[config.mk]
export PLATFORM = sky130hd
export DESIGN_NAME = keyword_identifier_operator_lexer
export DESIGN_NICKNAME = d
export VERILOG_FILES = /design/src/design/kiol_pkg.sv /design/src/design/keyword_identifier_operator_lexer.sv
export SDC_FILE = /design/constraint.sdc
export NUM_CORES = 1
export LEC_CHECK = 0
export ABC_AREA = 1
export BUFFER_PORTS_ARGS = -buffer_cell sky130_fd_sc_hd__buf_2
export CORE_UTILIZATION = 39
export CTS_CLUSTER_DIAMETER = 200
export DETAILED_ROUTE_END_ITERATION = 7
export PLACE_DENSITY_LB_ADDON = 0.3
export SYNTH_ARGS = -nofsm -noshare
export SYNTH_HDL_FRONTEND = slang
export SYNTH_SLANG_ARGS = --single-unit
[constraint.sdc]
create_clock -name clk -period 4.01 [get_ports clk]
set_input_delay 0 -clock clk [delete_from_list [all_inputs] [get_ports clk]]
set_output_delay 0 -clock clk [all_outputs]
set_load 0.03 [all_outputs]
[src/design/kiol_pkg.sv]
// Package for the keyword, identifier and operator lexer: token codes, keyword table, char classes.
`default_nettype none
package kiol_pkg;

	// Default sizes of the word gatherer
	localparam int MAX_WORD_LEN_DEF = 64;
	localparam int PREFIX_DEPTH_DEF = 8;

	// Result queue geometry
	localparam int Q_DEPTH = 4;
	localparam int Q_AW    = 2;
	localparam int Q_CW    = 3;

	// Fixed field widths of a result beat
	localparam int CHAR_W   = 8;
	localparam int KIND_W   = 4;
	localparam int KWI_W    = 3;
	localparam int POS_W    = 32;
	localparam int TLEN_W   = 7;
	localparam int TDATA_W  = 48;
	localparam int TFIELD_W = KWI_W + POS_W + TLEN_W + 1;

	// Keyword table
	localparam int KW_NUM     = 8;
	localparam int KW_MAX_LEN = 6;

	typedef logic [KW_MAX_LEN-1:0][CHAR_W-1:0] kw_text_t;

	localparam kw_text_t KW_TEXT [KW_NUM] = '{
		{8'h00, 8'h00, 8'h00, "t", "n", "i"},
		{8'h00, "t", "a", "o", "l", "f"},
		{"n", "r", "u", "t", "e", "r"},
		{8'h00, 8'h00, 8'h00, 8'h00, "f", "i"},
		{8'h00, 8'h00, "e", "s", "l", "e"},
		{8'h00, "e", "l", "i", "h", "w"},
		{8'h00, 8'h00, 8'h00, "r", "o", "f"},
		{8'h00, 8'h00, "d", "i", "o", "v"}
	};

	localparam int KW_LEN [KW_NUM] = '{3, 5, 6, 2, 4, 5, 3, 4};

	// Token kinds carried on the result tuser
	typedef enum logic [KIND_W-1:0] {
		TK_KEYWORD    = 4'd0,
		TK_IDENTIFIER = 4'd1,
		TK_PLUS       = 4'd2,
		TK_MINUS      = 4'd3,
		TK_MULTIPLY   = 4'd4,
		TK_DIVIDE     = 4'd5,
		TK_EQUALS     = 4'd6,
		TK_GREATER    = 4'd7,
		TK_LESS       = 4'd8,
		TK_BANG       = 4'd9
	} token_kind_t;

	// One entry of the result queue
	typedef struct packed {
		token_kind_t            kind;
		logic [KWI_W-1:0]       kwi;
		logic [POS_W-1:0]       start;
		logic [TLEN_W-1:0]      len;
		logic                   trunc;
		logic                   last;
	} token_t;

	function automatic logic is_letter(input logic [CHAR_W-1:0] c);
		return (c >= "a" && c <= "z") || (c >= "A" && c <= "Z");
	endfunction

	function automatic logic is_word_char(input logic [CHAR_W-1:0] c);
		return is_letter(c) || (c >= "0" && c <= "9") || c == "_";
	endfunction

	function automatic logic is_op(input logic [CHAR_W-1:0] c);
		return c == "+" || c == "-" || c == "*" || c == "/" ||
			c == "=" || c == ">" || c == "<" || c == "!";
	endfunction

	// Operator kind; only meaningful where is_op holds
	function automatic token_kind_t op_kind(input logic [CHAR_W-1:0] c);
		token_kind_t k;
		case (c)
			"+":     k = TK_PLUS;
			"-":     k = TK_MINUS;
			"*":     k = TK_MULTIPLY;
			"/":     k = TK_DIVIDE;
			"=":     k = TK_EQUALS;
			">":     k = TK_GREATER;
			"<":     k = TK_LESS;
			"!":     k = TK_BANG;
			default: k = TK_KEYWORD;
		endcase
		return k;
	endfunction

endpackage
`default_nettype wire

[src/design/keyword_identifier_operator_lexer.sv]
// Top level of the streaming keyword, identifier and operator lexer.
`default_nettype none
// Takes one ASCII character per beat on s_axis (tlast marks end of input, which flushes the
// pending word and clears positions; its tdata is ignored) and gives token beats on m_axis.
// A character is taken every cycle unless the input register stalls: it passes an input
// register, where the word state is updated and the ended word is matched in parallel against
// the eight keywords, and its results land in a four-entry result queue that drives m_axis.
// A character that ends a word and is itself an operator gives two beats, word first; the
// result port gives one beat per cycle when m_axis_tready is high, so the sustained rate is
// one character per cycle while results average at most one per character, and the input
// register stalls only when fewer than two queue entries are free. Word length saturates at
// MAX_WORD_LEN with token_truncated set; only a word's first PREFIX_DEPTH characters are kept.
module keyword_identifier_operator_lexer #(
	parameter int MAX_WORD_LEN = kiol_pkg::MAX_WORD_LEN_DEF,
	parameter int PREFIX_DEPTH = kiol_pkg::PREFIX_DEPTH_DEF
) (
	input  wire logic                          clk,
	input  wire logic                          arst_n,
	input  wire logic                          s_axis_tvalid,
	output logic                               s_axis_tready,
	// [7:0] char_in
	input  wire logic [kiol_pkg::CHAR_W-1:0]   s_axis_tdata,
	// end_of_input
	input  wire logic                          s_axis_tlast,
	output logic                               m_axis_tvalid,
	input  wire logic                          m_axis_tready,
	// [2:0] keyword_index, [34:3] token_start, [41:35] token_length,
	// [42] token_truncated, [47:43] zero
	output logic [kiol_pkg::TDATA_W-1:0]       m_axis_tdata,
	// [3:0] token_kind
	output logic [kiol_pkg::KIND_W-1:0]        m_axis_tuser,
	// last_of_run
	output logic                               m_axis_tlast
);
	import kiol_pkg::*;

	localparam int LEN_W  = $clog2(MAX_WORD_LEN + 1);
	localparam int PIDX_W = $clog2(PREFIX_DEPTH);
	localparam int CMP_W  = (LEN_W > PIDX_W + 1) ? LEN_W + 1 : PIDX_W + 2;

	// Input register
	logic                 valid_s1;
	logic [CHAR_W-1:0]    char_s1;
	logic                 eoi_s1;
	logic                 go_s1;

	// Word state
	logic [CHAR_W-1:0]    prefix_q [PREFIX_DEPTH];
	logic [LEN_W-1:0]     wlen_q;
	logic                 ovf_q;
	logic [POS_W-1:0]     wstart_q;
	logic [POS_W-1:0]     pos_q;

	// Result queue
	token_t               queue_q [Q_DEPTH];
	logic [Q_AW-1:0]      wr_q;
	logic [Q_AW-1:0]      rd_q;
	logic [Q_CW-1:0]      count_q;

	// Stage decode
	logic                 is_word_s1;
	logic                 ends_word_s1;
	logic                 room_s1;
	logic                 below_max_s1;
	logic                 below_pfx_s1;
	kw_text_t             pre6;
	logic [KW_NUM-1:0]    kw_hit;
	logic [KWI_W-1:0]     kw_idx;
	logic                 word_ok;
	logic                 push_word;
	logic                 push_op;
	token_t               word_tok;
	token_t               op_tok;
	logic                 pop;
	logic [Q_CW-1:0]      n_push;
	token_t               head;

	// Advance the input stage only when two queue entries are free
	assign room_s1       = count_q <= Q_CW'(Q_DEPTH - 2);
	assign go_s1         = valid_s1 && room_s1;
	assign s_axis_tready = !valid_s1 || room_s1;

	assign is_word_s1   = !eoi_s1 && is_word_char(char_s1);
	assign ends_word_s1 = !is_word_s1;
	assign below_max_s1 = wlen_q < LEN_W'(MAX_WORD_LEN);
	assign below_pfx_s1 = CMP_W'(wlen_q) < CMP_W'(PREFIX_DEPTH);

	// Gather the first keyword-length characters for matching
	always_comb begin
		for (int i = 0; i < KW_MAX_LEN; i++) begin
			pre6[i] = prefix_q[i];
		end
	end

	// Match the pending word against every keyword at once
	always_comb begin
		kw_idx = '0;
		for (int k = 0; k < KW_NUM; k++) begin
			kw_hit[k] = !ovf_q && (wlen_q == LEN_W'(KW_LEN[k]));
			for (int i = 0; i < KW_MAX_LEN; i++) begin
				if (i < KW_LEN[k]) begin
					kw_hit[k] = kw_hit[k] && (pre6[i] == KW_TEXT[k][i]);
				end
			end
		end
		for (int k = KW_NUM - 1; k >= 0; k--) begin
			if (kw_hit[k]) begin
				kw_idx = KWI_W'(k);
			end
		end
	end

	assign word_ok   = (|kw_hit) || is_letter(prefix_q[0]) || prefix_q[0] == "_";
	assign push_word = go_s1 && ends_word_s1 && (wlen_q != '0) && word_ok;
	assign push_op   = go_s1 && !eoi_s1 && is_op(char_s1);

	// Build the two candidate result entries
	always_comb begin
		word_tok.kind  = (|kw_hit) ? TK_KEYWORD : TK_IDENTIFIER;
		word_tok.kwi   = (|kw_hit) ? kw_idx : '0;
		word_tok.start = wstart_q;
		word_tok.len   = TLEN_W'(wlen_q);
		word_tok.trunc = ovf_q && !(|kw_hit);
		word_tok.last  = !push_op;
		op_tok.kind    = op_kind(char_s1);
		op_tok.kwi     = '0;
		op_tok.start   = pos_q;
		op_tok.len     = TLEN_W'(1);
		op_tok.trunc   = 1'b0;
		op_tok.last    = 1'b1;
	end

	// Hold the accepted character
	always_ff @(posedge clk or negedge arst_n) begin
		if (!arst_n) begin
			valid_s1 <= 1'b0;
		end else if (s_axis_tready) begin
			valid_s1 <= s_axis_tvalid;
		end
	end

	always_ff @(posedge clk) begin
		if (s_axis_tready && s_axis_tvalid) begin
			char_s1 <= s_axis_tdata;
			eoi_s1  <= s_axis_tlast;
		end
	end

	// Advance the word state and position counter
	always_ff @(posedge clk or negedge arst_n) begin
		if (!arst_n) begin
			wlen_q   <= '0;
			ovf_q    <= 1'b0;
			wstart_q <= '0;
			pos_q    <= '0;
		end else if (go_s1) begin
			if (eoi_s1) begin
				wlen_q   <= '0;
				ovf_q    <= 1'b0;
				wstart_q <= '0;
				pos_q    <= '0;
			end else if (is_word_s1) begin
				if (wlen_q == '0) begin
					wstart_q <= pos_q;
				end
				if (below_max_s1) begin
					wlen_q <= wlen_q + LEN_W'(1);
				end else begin
					ovf_q <= 1'b1;
				end
				pos_q <= pos_q + POS_W'(1);
			end else begin
				wlen_q <= '0;
				ovf_q  <= 1'b0;
				pos_q  <= pos_q + POS_W'(1);
			end
		end
	end

	// Keep the leading characters of the word
	always_ff @(posedge clk) begin
		if (go_s1 && is_word_s1 && below_max_s1 && below_pfx_s1) begin
			prefix_q[wlen_q[PIDX_W-1:0]] <= char_s1;
		end
	end

	// Result queue: up to two pushes and one pop per cycle
	assign head          = queue_q[rd_q];
	assign m_axis_tvalid = count_q != '0;
	assign pop           = m_axis_tvalid && m_axis_tready;
	assign n_push        = Q_CW'(push_word) + Q_CW'(push_op);
	assign m_axis_tdata  = TDATA_W'({head.trunc, head.len, head.start, head.kwi});
	assign m_axis_tuser  = head.kind;
	assign m_axis_tlast  = head.last;

	always_ff @(posedge clk) begin
		if (push_word) begin
			queue_q[wr_q] <= word_tok;
			if (push_op) begin
				queue_q[wr_q + Q_AW'(1)] <= op_tok;
			end
		end else if (push_op) begin
			queue_q[wr_q] <= op_tok;
		end
	end

	always_ff @(posedge clk or negedge arst_n) begin
		if (!arst_n) begin
			wr_q    <= '0;
			rd_q    <= '0;
			count_q <= '0;
		end else begin
			wr_q    <= wr_q + Q_AW'(n_push);
			rd_q    <= rd_q + Q_AW'(pop);
			count_q <= count_q + n_push - Q_CW'(pop);
		end
	end

	// Queue never holds more than its depth
	a_queue_bound: assert property (@(posedge clk) disable iff (!arst_n)
		count_q <= Q_CW'(Q_DEPTH))
		else $error("result queue overfilled");

	// Input stage moves only with room for two results
	a_room_on_go: assert property (@(posedge clk) disable iff (!arst_n)
		go_s1 |-> count_q <= Q_CW'(Q_DEPTH - 2))
		else $error("input stage advanced without queue room");

	// A flushed word always has characters
	a_word_nonempty: assert property (@(posedge clk) disable iff (!arst_n)
		push_word |-> (wlen_q != '0) && ends_word_s1)
		else $error("empty word pushed");

	// End of input clears the position counter and word
	a_eoi_clears: assert property (@(posedge clk) disable iff (!arst_n)
		(go_s1 && eoi_s1) |=> (pos_q == '0) && (wlen_q == '0) && !ovf_q)
		else $error("end of input did not clear state");

endmodule
`default_nettype wire

**Yosys cells after proc, flatten, opt, wreduce, memory -nomap -nowiden**

Memory sizes are Yosys's and may differ from the RTL's.
Index checks and enable logic that the tools add are counted.

- Add/sub/neg operators: 8
- Order comparisons: 13
- Eq/ne operators: 43
- Multiplexer cells: 31
- Bitwise gates (word level): 1
- Reductions and logical operators: 84

Operators by type and width:

| operator | number |
|---|---|
| 8-bit by 7-bit == test with 1-bit output, second input constant | 28 |
| 32-bit 2-to-1 mux | 4 |
| 8-bit by 6-bit == test with 1-bit output, second input constant | 8 |
| 1-bit logical AND | 55 |
| 48-bit 2-to-1 mux | 1 |
| 32-bit by 1-bit adder with 32-bit output, second input constant | 1 |
| 8-bit by 7-bit greater-or-equal comparator with 1-bit output, second input constant | 4 |
| 8-bit by 7-bit less-or-equal comparator with 1-bit output, second input constant | 4 |
| 4-bit case mux with 8 select lines | 1 |
| 3-bit 2-to-1 mux | 9 |
| 7-bit by 3-bit == test with 1-bit output, second input constant | 3 |
| 7-bit 2-to-1 mux | 3 |
| 7-bit by 2-bit == test with 1-bit output, second input constant | 2 |
| 1-bit logical OR | 14 |
| 1-bit 2-to-1 mux | 13 |
| 8-bit by 6-bit greater-or-equal comparator with 1-bit output, second input constant | 1 |
| 8-bit by 6-bit less-or-equal comparator with 1-bit output, second input constant | 1 |
| 8-bit OR reduction | 1 |
| 7-bit by 1-bit adder with 7-bit output, second input constant | 1 |
| 7-bit zero test | 1 |
| 7-bit by 4-bit < comparator with 1-bit output, second input constant | 1 |
| 7-bit < comparator, second input constant | 1 |
| 7-bit nonzero test | 1 |
| 1-bit zero test | 6 |
| 14 further kinds | 16 |

- Bits in registers: 89
- RAM bits: 256
- Input port bits: 13
- Output and inout bits: 55
- Memories kept: 2

Memory list:

| name | depth | bits a word | read ports | clocked after Yosys merged registers in | wr ports | RTL line | source |
|---|---|---|---|---|---|---|---|
| queue_q | 4 | 48 | 1 | 0 | 2 | keyword_identifier_operator_lexer.sv:55 | `token_t queue_q [Q_DEPTH];` |
| prefix_q | 8 | 8 | 6 | 0 | 1 | keyword_identifier_operator_lexer.sv:48 | `logic [CHAR_W-1:0] prefix_q [PREFIX_DEPTH];` |

**Longest topological paths before layout**

Gate-level depths: netlist of run 1.

- Word-level depth: 16
- Depth in mapped cells: 20
- Depth with buffers taken out: 20

**Least setup slack after synthesis of run 1**

OpenSTA, ideal clock, no wires.

- Kind: register -> register
- From: reg char_s1[6]
- To: mem queue_q[0][1] (netlist bit)
- Library setup time: 0.130 ns
- Arrival time: 3.287 ns
- Data required time: 3.880 ns
- Path slack: 0.593 ns
- Stages on the path, launching flop included: 15
- Buffers on the path: 0
- Period minus slack after synthesis: 3.417 ns
- Cells stage by stage: edfxtp_1 -> nor2_1 -> nand3_1 -> nor3_1 -> o21bai_1 -> nor3_1 -> a31oi_1 -> ha_1 -> inv_1 -> nor3_1 -> inv_2 -> nand2_1 -> inv_2 -> nand2_1 -> o21ai_0

RTL lines:

| what | RTL line | source |
|---|---|---|
| start, declared | keyword_identifier_operator_lexer.sv:43 | `logic [CHAR_W-1:0] char_s1;` |
| start signal, assigned | keyword_identifier_operator_lexer.sv:144 | `char_s1 <= s_axis_tdata;` |
| end, declared | keyword_identifier_operator_lexer.sv:55 |  |

**Worst setup path in the final report of run 1**

- From: reg char_s1[1]
- To: reg count_q[2]

- Longest elaborated chain between the ends: 13

Ends and longest elaborated chain:

| what | RTL line | source |
|---|---|---|
| 8-bit by 7-bit greater-or-equal comparator with 1-bit output or 8-bit by 7-bit less-or-equal comparator with 1-bit output (tied branches) | kiol_pkg.sv:67 | `return (c >= "a" && c <= "z") \|\| (c >= "A" && c <= "Z");` |
| 1-bit logical AND | kiol_pkg.sv:67 |  |
| 1-bit logical OR | kiol_pkg.sv:67 |  |
| 1-bit logical OR (2 in a row) | kiol_pkg.sv:71 | `return is_letter(c) \|\| (c >= "0" && c <= "9") \|\| c == "_";` |
| 1-bit logical AND | keyword_identifier_operator_lexer.sv:83 | `assign is_word_s1 = !eoi_s1 && is_word_char(char_s1);` |
| 1-bit zero test | keyword_identifier_operator_lexer.sv:84 | `assign ends_word_s1 = !is_word_s1;` |
| 1-bit logical AND (3 in a row) | keyword_identifier_operator_lexer.sv:114 | `assign push_word = go_s1 && ends_word_s1 && (wlen_q != '0) && word_ok;` |
| 1-bit by 1-bit adder with 2-bit output (*) | keyword_identifier_operator_lexer.sv:191 | `assign n_push = Q_CW'(push_word) + Q_CW'(push_op);` |
| 3-bit by 2-bit adder with 3-bit output (*) | keyword_identifier_operator_lexer.sv:215 | `count_q <= count_q + n_push - Q_CW'(pop);` |
| 3-bit by 1-bit subtractor with 3-bit output (*) | keyword_identifier_operator_lexer.sv:215 |  |
| end signal, assigned | keyword_identifier_operator_lexer.sv:215 |  |
| end, declared | keyword_identifier_operator_lexer.sv:58 | `logic [Q_CW-1:0] count_q;` |

Every way passes the cells marked *; elsewhere a longest branch is shown, timed or not.
A chain may end at the register's enable or synchronous reset.

==> out/metrics.yaml, run 1 <==
timing:
  fin_crit_ps: 3710
  tns_ps: 0
  fmax_mhz: 269
  worst_pin_slew_ps: 1210
  fin_crit_sh_pct: 92.6
  max-slew-margin-rel_pct: 19.4
  drv_slew: 0
  timing.final.hold_violations: 0
  setup_violations: 0
  rsz0062_at_grt: "false"
  finClkSkew_ps: 18.7
synthesis:
  ys_ff_latch: 329
  avgSynthCellArea_um2: 9.06
  synth_top_area_share_pct: 37.4
  yosysUniqueCellTypes: 49
  async_flop_share_pct: 24.3
  yosysSeqAreaShare_pct: 55.8
  synth_edf_count: 201
  synth-warning-count: 0
  synth_cells: 1782
  synth_area_um2: 16100
  yosys-top-cells-area: "edfxtp_1 37%, dfrtp_1 12%, o22ai_1 7.6%"
  ys.flop_type: "edfxtp_1"
  synth_top_area_cell: "edfxtp_1"
placed_design:
  gp_congestion: 0.942
  dpl_cell_area_um2: 17100
  post-dp-hpwl_mm: 31.1
  io_buffer_count: 62
global_route:
  grt_pass1_wl_mm: 73.8
  antenna_found_initial: 0
  first_global_vias: 12800
  grtUsageTotal_pct: 22.9
  grt_max_degree: 102
  grt-ovfl-total: 0
clock_network:
  cts-buffers-inserted: 37
  cts_tree: "built"
  cts_buffer_depth: 3
  clk_latency_ps: 560
  cts_num_sinks: 329
  ctsHtreeMaxLevel: 2
  path_clk_slew_ps: 60
  root_buffer: "clkbuf_16"
  cts_setup_buffers: 0
floorplanning:
  initial_core_util_pct: 39.5
  num_rows: 74
  die_x_um: 205
  die_area_um2: 42200
  ios: 68
  dieHeight_um: 205
  coreArea_um2: 40800
critical_path:
  crit_arrival_ps: 4190
  endpoint_kind: "flop"
  crit_required_ps: 4480
  cp_top_family: "adder cells"
  critPathMaxFanout: 9
  cpMostUsedCell: "inv_1"
  worst-setup-path-type: "reg2reg"
  crit_chain: "inv_1, nor2_1, inv_1, nor3_1, o21bai_1, nor3_1, buf_4, a31oi_1, ha_1, inv_1, ha_1, inv_1, ha_1, inv_1, fa_1, xnor2_1, xor2_1"
  worst_path_max_delay_cell: "edfxtp_1"
  critPathLaunchType: "flop"
  cp_num_buf_inv: 6
  cpPeakStageDelay_ps: 520
route:
  first_pass_iters: 8
  drt.antenna.violating_nets: 0
  drt_iter0_drc: 1265
  vias_per_cell: 5.66
  wl_met2_mm: 22.1
  vias: 13600
  wl_per_cell_um: 20.1
  drc: 0
  top_layer: "met4"
  wl_met3_mm: 3.36
  wl_met1_mm: 21.7
  totalWireLength_mm: 48.1
power_and_ir_drop:
  ir_worst_vdd_mv: 0.479
  leakage_nw: 6.87
  power_density_nw_per_um2: 580
cells_and_area:
  area_delta_synth_final_pct: 14.0
  drive_gt1_share_pct: 11.5
  finalNetCount: 1864
  fin_area_um2: 18400
  diodes: 0
job:
  cap_violations: 0
status:
  outcome: "finished, final reports clean"
hold_path:
  min_path_type: "in2reg"
[timing repair]
item	in CTS	in global routing
hold buffers	11	0
hold endpoints to repair	68	0
resized for setup	0	1
endpoints found under the setup margin	0	2
[report_power, final]
part           internal [W]  leakage [nW]  switching, W  total (W)
logic              0.000853          2.79       0.00245    0.00330
clock network       0.00204         0.596       0.00141    0.00345
registers           0.00378          3.48      0.000152    0.00393
[through the flow]
| stage | utilization (%) | setup slack [ps] | instances | total power [W] | hold slack [ps] |
|---|---|---|---|---|---|
| 2_1_floorplan | - | 593 | 1786 | 0.00622 | -296 |
| 3_3_place_gp | 41.8 | 613 | 2318 | 0.00724 | 102 |
| 3_5_place_dp | 41.8 | 473 | 2318 | 0.00729 | 109 |
| 4_1_cts | 45.1 | 402 | 2397 | 0.0107 | 23.6 |
| 5_1_grt | 45.1 | 63.2 | 2397 | 0.0112 | 37.7 |
| 6_report | 45.1 | 299 | 2397 | 0.0107 | 36.8 |
[flip-flops by register name, indices dropped and copies added, names as in the netlist]
register,flops
wlen_q,7
pos_q,32
wr_q,2
ovf_q,1
rd_q,2
prefix_q,48
queue_q,192
char_s1,8
count_q,3
eoi_s1,1
valid_s1,1
wstart_q,32
[cell type report]
type	instances	area, um2
Fill cell	3870	22400
Sequential cell	329	9000
Multi-Input combinational cell	1171	6050
Clock buffer	48	998
Timing Repair Buffer	105	738
Inverter	192	721
Tap cell	532	666
Clock inverter	20	234
[worst paths after layout]
kind,from,end,slack (ps),cells past startpoint
worst min register to register,queue_q[1][42],queue_q[1][42],450,2
max in group asynchronous,arst_n,rd_q[0],2970,3
worst min-delay path,m_axis_tready,rd_q[0],40,3
worst max-delay path,char_s1[1],count_q[2],300,17
worst max register to register,char_s1[1],count_q[2],300,17
min in group asynchronous,arst_n,wstart_q[12],80,2
[Yosys cell counts (2+ instances only)]
master	number
nor3_1	39
nand2_2	7
o21ai_1	12
nand4_1	37
clkbuf_1	71
dfrtp_1	80
nand2_1	230
inv_2	16
buf_4	7
inv_1	169
nor2_2	6
dfxtp_1	48
nand3_2	6
ha_1	14
nand3b_1	2
o31ai_1	7
xor2_1	20
nand4_2	4
a21oi_1	44
buf_6	2
o21ai_0	181
edfxtp_1	201
nor2_1	235
nor3_2	11
buf_2	12
nor4_1	10
nor2_4	3
nand3_1	82
buf_1	2
o22ai_1	196
clkinv_1	7
a31oi_1	3
xnor2_1	2
[routing by layer]
metal	track usage, %	up-vias
li1	-	6368
met1	32.5	6546
met2	36.1	594
met3	2.93	68
met4	7.20	0
met5	0	-
[logic make-up after synthesis]
logic type      synth area share (%)
compound gates                  15.8
xor+xnor                        1.19
fa+ha+maj                       1.21
buf+inv                         7.00
flops                           55.8
other cells                   0.0232
simple gates                    19.0
[worst reg2reg max path: stages (launching register included)]
cell      delay [ps]
edfxtp_1         520
inv_1            160
nor2_1            50
inv_1            110
nor3_1            70
o21bai_1         180
nor3_1           400
buf_4            220
a31oi_1          160
ha_1             400
inv_1             80
ha_1             270
inv_1             60
ha_1             140
inv_1             50
fa_1             380
xnor2_1          210
xor2_1           170
[placed cells by master (no fill, tap or decap), drive strengths merged, types with 41 or more instances in the layout]
master  instances
nor2          245
nand2         238
edfxtp        201
o22ai         196
o21ai         193
inv           186
buf            94
nand3          88
dfrtp          80
nor3           50
dfxtp          48
clkbuf         48
a21oi          44
nand4          41
Power figures use the tool's default switching activity.
==> run 2, diff against run 1 <==
Settings changed: CORE_MARGIN set to 4.
==> run 2 against run 1 <==
  * Flip-flop and latch count did not move
  * Routed wire length barely moved
  * Die area rose by 5.9%
  * Power fell by 0.68%
  * Largest cell class unchanged
==> out/metrics.yaml, run 2 (same netlist as run 1, synthesis figures left out) <==
status:
  outcome: "finished, final reports clean"
route:
  drt_iter0_drc: 1491  # +18%
  drt.antenna.violating_nets: 0  # unchanged
  totalWireLength_mm: 48.1  # about the same
  first_pass_iters: 6  # -2
  vias_per_cell: 5.65  # -0.27%
  drc: 0  # unchanged
  wl_per_cell_um: 20.1  # about the same
  vias: 13600  # -0.19%
cells_and_area:
  regArea_um2: 9000  # unchanged
  fin_area_um2: 18400  # about the same
  drive_gt1_share_pct: 11.4  # -0.17 points
  multi_input_area_um2: 6040  # about the same
  layout_common_cells: "235 x nor2_1, 228 x nand2_1, 201 x edfxtp_1"
  finalNetCount: 1867  # +0.16%
  stdcell_count: 2399  # +0.083%
  area_delta_synth_final_pct: 14.0  # about the same
  fillers: 3918  # +1.2%
  largest-register: "queue_q"
  diodes: 0  # unchanged
  final_common_cell: "nor2_1"
  largest_reg_flops: 192  # unchanged
hold_path:
  min_path_type: "in2reg"
  hp-start: "m_axis_tready"
  hold_depth: 3  # unchanged
timing:
  finClkSkew_ps: 26.2  # +7.49 ps
  setup_violations: 0  # unchanged
  drv_slew: 0  # unchanged
  max-slew-margin-rel_pct: 33.6  # +14 points
  fmax_mhz: 284  # +5.5%
  fin_crit_ps: 3520  # -194 ps
  rsz0062_at_grt: "false"
  timing.final.hold_violations: 0  # unchanged
  fin_crit_sh_pct: 87.7  # -4.8 points
  worst_pin_slew_ps: 996  # -212 ps
  tns_ps: 0  # unchanged
  setup_slack_ps: 492  # +194 ps
floorplanning:
  die_x_um: 211  # +2.9%
  dieHeight_um: 211  # +2.9%
  die_area_um2: 44700  # +5.9%
  coreArea_um2: 40800  # unchanged
  num_rows: 74  # unchanged
  initial_core_util_pct: 39.5  # unchanged
  ios: 68  # unchanged
clock_network:
  ctsHtreeMaxLevel: 2  # unchanged
  cts-buffers-inserted: 37  # unchanged
  root_buffer: "clkbuf_16"
  cts_tree: "built"
  cts_buffer_depth: 3  # unchanged
  clk_latency_ps: 570  # about the same
  path_clk_slew_ps: 60  # about the same
  cts_num_sinks: 329  # unchanged
critical_path:
  worst_path_max_delay_cell: "edfxtp_1"
  endpoint_kind: "flop"
  worst-setup-path-type: "reg2reg"
  critPathLaunchType: "flop"
  cpPeakStageDelay_ps: 480  # -40 ps
  crit_arrival_ps: 3950  # -240 ps
  crit_chain: "nor2_1, nand3_1, o21ai_0, inv_1, a31oi_1, ha_1, nand2_1, nor2_1, inv_1, nand2_2, buf_12, inv_1, nand2_1, o21ai_0"
  r2r_cells: 14  # -3
  startpoint: "char_s1[6]"
  timing.rr.start: "char_s1[6]"
  critPathMaxFanout: 34  # +25
  crit_required_ps: 4440  # -40 ps
  cpMostUsedCell: "inv_1"
placed_design:
  dpl_cell_area_um2: 17000  # -0.10%
  post-dp-hpwl_mm: 31.6  # +1.5%
  io_buffer_count: 62  # unchanged
  gp_congestion: 0.937  # -0.52%
  dp.cells: 2319  # +0.043%
  dp_slack_ps: 312  # -161 ps
global_route:
  grt_max_degree: 93  # -8.8%
  grt-ovfl-total: 0  # unchanged
  antenna_found_initial: 1  # +1
  first_global_vias: 12900  # +0.48%
  grt_pass1_wl_mm: 73.9  # +0.19%
  grtUsageTotal_pct: 21.0  # -1.8 points
job:
  cap_violations: 0  # unchanged
power_and_ir_drop:
  power_density_nw_per_um2: 576  # -0.66%
  p_total_w: 0.0106  # -0.68%
  ir_worst_vdd_mv: 0.353  # -26%
  leakage_nw: 6.88  # +0.16%
-- run 2: cell types whose count changed in the layout (fill, tap and decap cells not counted), moves of 2 or more --
cell | before | now
clkbuf_8 | 1 | 5
clkinvlp_4 | 3 | 0
bufinv_16 | 4 | 2
clkinv_2 | 7 | 2
clkbuf_1 | 9 | 14
buf_4 | 27 | 30
-- run 2: power breakdown --
part | leakage, nW | internal [W] | total, W | switching (W)
logic | 2.81 | 0.000836 | 0.00327 | 0.00243
clock network | 0.592 | 0.00202 | 0.00340 | 0.00138
registers | 3.48 | 0.00378 | 0.00393 | 0.000154
total | 6.88 | 0.00664 | 0.0106 | 0.00397
-- run 2: worst paths after layout --
path	end	slack (ps)
setup / recovery	queue_q[1][1]	490
hold / removal	rd_q[0]	70
setup reg to reg	queue_q[1][1]	490
hold reg to reg	queue_q[1][42]	450
max in group asynchronous	wlen_q[6]	2790
min in group asynchronous	pos_q[0]	380
-- run 2: repair_timing --
| action | CTS | global route |
|---|---|---|
| gates resized for setup | 0 | 1 |
| hold buffers | 13 | 0 |
| setup endpoints to repair | 0 | 101 |
| setup buffers | 0 | 0 |
| endpoints found under the hold margin | 56 | 0 |
-- run 2: area by class of cell --
class,instances,share of cell area [%]
multi-input cells,1171,32.9
well taps,532,3.62
inverters,192,3.92
flip-flops and latches,329,48.9
repair buffers,108,4.08
clock buffers,59,5.99
clock inverters,8,0.632
-- run 2: critical path: cells and delay by family, from the launching register on --
family          cells  cell delay [ps]
fa+ha+maj           1              280
buf+inv             4              720
simple gates        6             1060
compound gates      3              860
flops               1              480
-- run 2: through the flow --
step                      utilization [%]  hold WS, ps
final                                45.1         69.2
after global routing                 45.1         71.7
after CTS                            45.1         45.8
after detailed placement             41.7         24.7
after global placement               41.7         19.2
after floorplan                         -         -296
-- run 2: routing by layer --
metal	vias to the layer above	part of all wire (%)	track usage [%]
li1	6388	-	-
met1	6491	43	29.4
met2	565	45	33.2
met3	106	7.9	3.69
met4	0	3.5	7.66
met5	-	0	0
==> run 3, diff against run 2 <==
Settings changed: CORE_UTILIZATION 39 to 62.
==> run 3 against run 2 <==
  * Non-clock buffer count rose by 1
  * Count of clock-buffer cells in the layout decreased by 12
  * Routed wire length shrank 5.1%
  * Final cell count down 8.5%
  * Worst setup slack got worse by 290 ps
  * Combinational power about the same
  * Power shrank 2.4%
  * Largest cell class unchanged
  * First-iteration DRC count increased by 32%
  * Die area decreased by 36%
  * Clock power fell by 6.8%
  * Worst hold slack improved by 26 ps
==> out/metrics.yaml, run 3 (same netlist as run 1, synthesis figures left out) <==
status:
  outcome: "finished, final reports clean"
route:
  totalWireLength_mm: 45.7  # -5.1%
  drc: 0  # unchanged
  drt_iter0_drc: 1963  # +32%
  vias_per_cell: 6.39  # +13%
  drt.antenna.violating_nets: 0  # unchanged
  first_pass_iters: 6  # unchanged
  vias: 14000  # +3.5%
  wl_per_cell_um: 20.8  # +3.7%
timing:
  timing.final.hold_violations: 0  # unchanged
  fin_crit_ps: 3810  # +293 ps
  worst_pin_slew_ps: 1100  # +105 ps
  max-slew-margin-rel_pct: 25.9  # -7.7 points
  tns_ps: 0  # unchanged
  finClkSkew_ps: 29.3  # +3.10 ps
  holdWs_ps: 94.7  # +25.5 ps
  drv_slew: 0  # unchanged
  setup_violations: 0  # unchanged
  fmax_mhz: 262  # -7.7%
  setup_slack_ps: 200  # -293 ps
  fin_crit_sh_pct: 95.0  # +7.3 points
  rsz0062_at_grt: "false"
cells_and_area:
  final_common_cell: "nor2_1"
  layout_common_cells: "235 x nor2_1, 228 x nand2_1, 201 x edfxtp_1"
  finalNetCount: 1866  # -0.054%
  largest_reg_flops: 192  # unchanged
  largest-register: "queue_q"
  drive_gt1_share_pct: 11.3  # -0.095 points
  fillers: 1886  # -52%
  area_delta_synth_final_pct: 11.8
  stdcell_count: 2196  # -8.5%
critical_path:
  critPathMaxFanout: 26  # -24%
  rrSetupSlack_ps: 200  # -290 ps
  timing.rr.start: "char_s1[6]"
  reg2reg_to: "queue_q[3][16]"
  endpoint_kind: "flop"
  crit_required_ps: 4250  # -190 ps
  crit_arrival_ps: 4050  # +100 ps
  critPathLaunchType: "flop"
  r2r_cells: 10  # -4
  worst-setup-path-type: "reg2reg"
global_route:
  grt_busiest_layer: "met2"
  grt_max_degree: 93  # unchanged
  met3_usage_pct: 6.41  # +2.7 points
  grt_use_met1_pct: 45.1  # +16 points
  grt_util_met2_pct: 48.2  # +15 points
  grt_pass1_wl_mm: 71.2  # -3.6%
  first_global_vias: 13200  # +2.7%
  grt-ovfl-total: 0  # unchanged
  antenna_found_initial: 0  # -1
  grtUsageTotal_pct: 31.2  # +10 points
power_and_ir_drop:
  ir_worst_vdd_mv: 0.459  # +30%
  power_density_nw_per_um2: 574  # -0.44%
  leakage_nw: 6.82  # -0.82%
floorplanning:
  die_area_um2: 28700  # -36%
  die_x_um: 169  # -20%
  coreArea_um2: 25400  # -38%
  dieHeight_um: 169  # -20%
  num_rows: 58  # -22%
  ios: 68  # unchanged
  initial_core_util_pct: 63.5  # +24 points
clock_network:
  root_buffer: "clkbuf_16"
  cts_num_sinks: 329  # unchanged
  cts_buffer_depth: 3  # unchanged
  cts_tree: "built"
  path_clk_slew_ps: 60  # about the same
  cts-buffers-inserted: 35  # -5.4%
  ctsHtreeMaxLevel: 2  # unchanged
  clk_latency_ps: 530  # -40 ps
placed_design:
  dp_slack_ps: 328  # +15.5 ps
  post-dp-hpwl_mm: 29.8  # -5.6%
  dp.cells: 2120  # -8.6%
  io_buffer_count: 62  # unchanged
  gp_congestion: 0.979  # +4.5%
hold_path:
  min_to: "rd_q[0]"
  min_path_type: "in2reg"
  hold_depth: 3  # unchanged
  hp-start: "m_axis_tready"
job:
  cap_violations: 0  # unchanged
[run 3: repair_timing]
action	4_1_cts	5_1_grt
hold buffers	11	0
resized for setup	0	2
hold endpoints to repair	90	0
setup endpoints to repair	0	52
buffers inserted	0	0
[run 3: how the worst max path moves through the flow]
| stage | slack (ps) | from | endpoint | cells past startpoint |
|---|---|---|---|---|
| after floorplan | 590 | char_s1[6] | queue_q[0][1] | 14 |
| after global placement | 440 | char_s1[1] | count_q[2] | 16 |
| after detailed placement | 330 | char_s1[1] | count_q[2] | 16 |
| after CTS | 300 | char_s1[1] | count_q[2] | 16 |
| after global routing | 10 | char_s1[6] | queue_q[2][9] | 11 |
| final | 200 | char_s1[6] | queue_q[3][16] | 10 |
[run 3: stage by stage]
step / util [%] / instance area (um2) / power, W
2_1_floorplan: - / 16200 / 0.00622
6_report: 71.0 / 18000 / 0.0104
4_1_cts: 71.0 / 18000 / 0.0103
5_1_grt: 71.0 / 18000 / 0.0108
3_5_place_dp: 66.2 / 16800 / 0.00719
3_3_place_gp: 66.2 / 16800 / 0.00712
[run 3: critical path, stage by stage, from the launching register on]
cell      delay [ps]
edfxtp_1         500
nor2_1           200
nand3_1          220
o21ai_0          510
inv_1            210
a31oi_1          410
ha_2             580
buf_4            370
nand2_1          100
o21ai_0          230
o22ai_1          180
[run 3: report_power, final]
part / internal (W) / switching (W) / total [W]
clock: 0.00185 / 0.00131 / 0.00317
combinational: 0.000835 / 0.00243 / 0.00326
sequential: 0.00378 / 0.000146 / 0.00393
[run 3: final cells by class]
cell class,count,area (um2),share of cell area [%]
diodes,1,2.50,0.0139
clock buffers,47,942,5.22
clock inverters,17,173,0.957
inverters,192,721,4.00
multi-input cells,1171,6040,33.5
flip-flops and latches,329,9000,49.9
well taps,330,413,2.29
repair buffers,109,743,4.12
[run 3: metal layers]
| metal | wire length, um | up-vias | part of all wire (%) |
|---|---|---|---|
| li1 | - | 6374 | - |
| met1 | 18400 | 6686 | 40 |
| met2 | 21000 | 863 | 46 |
| met4 | 1050 | 0 | 2.3 |
| met5 | 0 | - | 0 |
| met3 | 5260 | 105 | 12 |
